### config.mk
export PLATFORM = sky130hd
export DESIGN_NAME = pcpa_ctrl
export DESIGN_NICKNAME = d
export VERILOG_FILES = /design/src/design/pcpa_pkg.sv /design/src/design/pcpa_ctrl.sv
export SDC_FILE = /design/constraint.sdc
export NUM_CORES = 1
export LEC_CHECK = 0
export BUFFER_PORTS_ARGS = -buffer_cell sky130_fd_sc_hd__buf_4
export CORE_AREA = 2 2 39 41
export CTS_CLUSTER_SIZE = 16
export DETAILED_ROUTE_END_ITERATION = 16
export DIE_AREA = 0 0 41 43
export REMOVE_ABC_BUFFERS = 1
export SLEW_MARGIN = 20
export SYNTH_ARGS = -nofsm -noshare
export SYNTH_HDL_FRONTEND = slang
export SYNTH_SLANG_ARGS = --single-unit
export TNS_END_PERCENT = 100
### constraint.sdc
create_clock -name clk -period 1.13 [get_ports clk]
set_input_delay 0.0565 -clock clk [delete_from_list [all_inputs] [get_ports clk]]
set_output_delay 0.0565 -clock clk [all_outputs]
set_load 0.01 [all_outputs]
### src/design/pcpa_pkg.sv
// Shared types and constants of the per-CPU page allocator.
package pcpa_pkg;

  localparam int PAGE_W = 15;
  localparam int REF_W  = 8;
  localparam int CNT_W  = 32;
  localparam int TOT_W  = 16;

  // command codes
  localparam logic [1:0] CMD_ALLOC  = 2'd0;
  localparam logic [1:0] CMD_FREE   = 2'd1;
  localparam logic [1:0] CMD_REFGET = 2'd2;
  localparam logic [1:0] CMD_REFCNT = 2'd3;

  // status codes
  localparam logic [1:0] ST_OK    = 2'd0;
  localparam logic [1:0] ST_EMPTY = 2'd1;
  localparam logic [1:0] ST_BAD   = 2'd2;
  localparam logic [1:0] ST_SAT   = 2'd3;

  localparam logic [REF_W-1:0] REF_MAX = '1;

  // controller to datapath
  typedef struct packed {
    logic latch;       // capture a new transaction
    logic probe_next;  // move the steal probe to the next cpu
    logic take;        // capture the head of the probed list
    logic exec;        // update state and register the result
    logic fail;        // report an empty pool
    logic clear;       // write one zero of the reset sweep
  } ctl_cmd_t;

  // datapath to controller
  typedef struct packed {
    logic is_alloc;
    logic head_valid;
    logic probe_last;
    logic clear_last;
  } ctl_sts_t;

endpackage

### src/design/pcpa_ctrl.sv
// Sequencer of the page allocator: clearing sweep, steal probe, execute.
module pcpa_ctrl (
  input  logic              clk,
  input  logic              rst_n,
  input  logic              start,
  output logic              busy,
  input  pcpa_pkg::ctl_sts_t sts,
  output pcpa_pkg::ctl_cmd_t cmd
);

  localparam logic [2:0] S_CLEAR = 3'd0;
  localparam logic [2:0] S_IDLE  = 3'd1;
  localparam logic [2:0] S_PROBE = 3'd2;
  localparam logic [2:0] S_ISSUE = 3'd3;
  localparam logic [2:0] S_EXEC  = 3'd4;

  logic [2:0] state_r, state_nxt;

  // next state and commands
  always_comb begin
    state_nxt = state_r;
    cmd = '0;
    unique case (state_r)
      S_CLEAR: begin
        cmd.clear = 1'b1;
        if (sts.clear_last) state_nxt = S_IDLE;
      end
      S_IDLE: begin
        if (start) begin
          cmd.latch = 1'b1;
          state_nxt = S_PROBE;
        end
      end
      S_PROBE: begin
        if (!sts.is_alloc) begin
          state_nxt = S_ISSUE;
        end else if (sts.head_valid) begin
          cmd.take = 1'b1;
          state_nxt = S_EXEC;
        end else if (sts.probe_last) begin
          cmd.fail = 1'b1;
          state_nxt = S_IDLE;
        end else begin
          cmd.probe_next = 1'b1;
        end
      end
      S_ISSUE: begin
        state_nxt = S_EXEC;
      end
      S_EXEC: begin
        cmd.exec = 1'b1;
        state_nxt = S_IDLE;
      end
      default: begin
        state_nxt = S_IDLE;
      end
    endcase
  end

  always_ff @(posedge clk) begin
    if (!rst_n) begin
      state_r <= S_CLEAR;
    end else begin
      state_r <= state_nxt;
    end
  end

  assign busy = (state_r != S_IDLE);

endmodule

==> results by group <==
Floorplanning
  – Starting density of the core: 18.2%
  – Die X: 41 um
  – I/O Pins: 14
  – Core Box Area: 1380 sq um
  – Die Y: 43 um
  – Die area: 1760 sq um
  – FP Rows: 14

Critical path
  – Critical Path RT: 1070 ps
  – Reg2Reg Depth: 4
  – CP peak stage delay: 360 ps
  – Worst path top cell family by delay: simple AND/OR/NAND/NOR gates
  – Startpoint Class: flip-flop
  – Worst path slowest cell: dfxtp_4
  – CP Depth: 4
  – Critical path class: flip-flop to output port
  – Kind of end point of the critical path: output port
  – CP bufs+invs: 1
  – CP Data Arrival Time: 1130 ps
  – Max Fanout on Critical Path: 5
  – Critical-path cell list: nor2b_4 -> nand2_2 -> nor3_2 -> buf_4

Clock network
  – Clock Tree Root: clkbuf_4
  – CTS tree: built
  – CTS Buffer Depth: 2
  – CTS sink cnt: 3
  – Worst-Skew Late Latency: 230 ps
  – Cts bufs inserted: 3
  – CTS clk-pin slew, worst paths: 40 ps
  – H-tree Lvls: 1

Detailed routing
  – Top Metal Used: met4
  – DRT Pass-1 Iters: 1
  – Initial DRC Count: 0
  – DR WL met3: 52 um
  – Met2 WL: 346 um
  – Total wire length: 665 um
  – WL/cell: 9.78 um
  – Residual DRC: 0
  – DR vias/cell: 4.35
  – Met1 WL: 253 um
  – Post-DRT Antenna Nets: 0
  – Via count: 296

Layout
  – Largest Register: state_r
  – Area Growth Syn to Fin: 76.1%
  – Final std cells w/o fill: 68
  – Max FFs per register: 3
  – N_diodes: 0
  – Top flop regs: state_r (3)
  – Final instance area: 443 sq um
  – Final net count: 60
  – Layout fillers: 155
  – Share of cells above drive strength 1: 61.5%

Synthesis
  – Cell variety after synth: 19
  – Mapped Cells: 31
  – Post-synthesis xor/xnor area fraction: 0%
  – Commonest cells post-synth: nand2_1, nor2_1, dfxtp_1
  – Area share of and/or/nand/nor cells after synthesis: 56.2%
  – Synthesis-stage register bit count: 3
  – Yosys top cell area share: 23.9%
  – Netlist Area Pre-Place: 251 sq um
  – EDFF count, synth: 0
  – Compound-Gate Fraction of Synth Area: 12.4%
  – Largest area contributor in the netlist: dfxtp_1
  – Adder-Cell Fraction of Synth Area: 0%
  – Syn Area/Cell: 8.11 sq um
  – Most area-consuming cells after synthesis: dfxtp_1, nor4_4, nand2_1, nor2_1, nor3b_1
  – Synth async-reset ratio: 0%
  – Largest family of logic cells by synthesized area: simple AND/OR/NAND/NOR gates
  – Ys flop type: dfxtp_1
  – Mux cell area share after synthesis: 0%
  – Ys Warns: 0
  – Sequential fraction of the synthesis area: 23.9%

Global routing
  – Total gr overflow: 0
  – GR Util All Layers: 9.21%
  – Largest net degree at the start of global routing: 9
  – Initial antenna violation count: 0
  – First-pass GRT wire length: 1040 um
  – Vias in the first global route: 269

STA
  – Fmax: 0.845 GHz
  – Post-layout min period: 1180 ps
  – RSZ-0062 raised after global routing: true
  – Setup TNS: -78.5 ps
  – Setup violations, final: 2
  – Final setup margin: -53.0 ps
  – Rel. slew slack: 85.8%
  – Worst Max-Slew Pin Slew: 211 ps
  – Final Max Slew Viols: 0
  – Period utilisation layout: 105%
  – Final Hold Vio Count: 0
  – Hold_ws: 64.1 ps
  – Fin Clk Skew: 0.490 ps

Place
  – Placed cells: 59
  – Final GP Congestion: 0.653
  – Placed cell area: 358 sq um
  – Number of buffers inserted by port buffering: 13
  – Detailed Place HPWL: 469 um

Pwr
  – Sw Share: 27.4%
  – Logic gate share of total power: 31.4%
  – Clock power frac: 41.5%
  – Peak VDD IR: 0.485 mV
  – Pwr per Cell Area: 1000 nW/um^2
  – Leakage power: 0.197 nW
  – Reg power frac: 27.1%
  – P_sw: 0.121 mW
  – Int Pwr: 0.322 mW

Min path
  – Hold path depth: 3
  – Hold Crit Class: primary input to flip-flop

Outcome
  – Failing checks: negative setup slack
  – Outcome: finished with violations

Flow run
  – Max-cap viol count: 0
==> timing repair <==
action	4_1_cts	5_1_grt
setup buffers	3	2
pin swaps	2	2
setup endpoints to repair	5	5
hold buffers	0	0
resized for setup	7	1
==> routing by layer <==
layer / global-route usage (%) / up-vias
li1: - / 152
met1: 8.92 / 135
met2: 13.4 / 7
met3: 4.71 / 2
met4: 8.00 / 0
met5: 0 / -
==> final cells by class <==
class                      instances  area, sq um  share of cell area, %
sequential                         3         68.8                   15.5
clock buffer                       4         26.3                   5.93
timing repair buffer              18          135                   30.5
inverter                           2         7.51                   1.69
tap                               16         20.0                   4.52
multi-input combinational         25          185                   41.8
==> worst register-to-register path, delay by kind of cell (launching register included) <==
family | cells | cell delay, ps
and+or+nand+nor | 3 | 410
DFF | 1 | 330
buffers and inverters | 1 | 150
==> cell usage in the layout (no fill, tap or decap) <==
master / instances
nand2_1: 3
a31oi_1: 1
dfxtp_4: 2
a32o_1: 1
nand2b_1: 2
a21oi_1: 1
dfxtp_2: 1
nor3b_1: 2
nor4_4: 1
nor2b_4: 1
inv_1: 1
nand2b_4: 1
clkbuf_1: 1
buf_4: 18
and3b_1: 1
and3_1: 1
nor3_2: 3
nor2_1: 4
o21ai_0: 2
clkbuf_4: 3
inv_2: 1
nand2_2: 1
==> power by group through the flow <==
stage,Clock (mW),Sequential (mW),Combinational [mW]
6_report,0.184,0.120,0.139
4_1_cts,0.192,0.122,0.132
2_1_floorplan,0,0.125,0.0581
3_5_place_dp,0,0.130,0.109
3_3_place_gp,0,0.129,0.107
5_1_grt,0.208,0.121,0.152
==> cells by family after synthesis <==
| family | after synthesis |
|---|---|
| compound gates | 5 |
| buf+inv | 3 |
| flops | 3 |
| simple gates | 20 |
==> final timing paths <==
| path | start | end | slack, ps |
|---|---|---|---|
| hold / removal | rst_n | state_r[2] | 60 |
| setup reg to reg | state_r[0] | state_r[0] | 120 |
| setup / recovery | state_r[1] | cmd[1] | -50 |
| hold reg to reg | state_r[2] | state_r[1] | 510 |
==> stage by stage <==
step | worst slack [ps] | util, % | total power, mW
after global placement | 81.0 | 25.9 | 0.236
after global routing | -123 | 32.0 | 0.480
after CTS | -79.0 | 30.7 | 0.445
final | -53.0 | 32.0 | 0.443
after detailed placement | 43.1 | 25.9 | 0.238
after floorplan | 40.4 | - | 0.183
(Power assumes the default switching activity.)
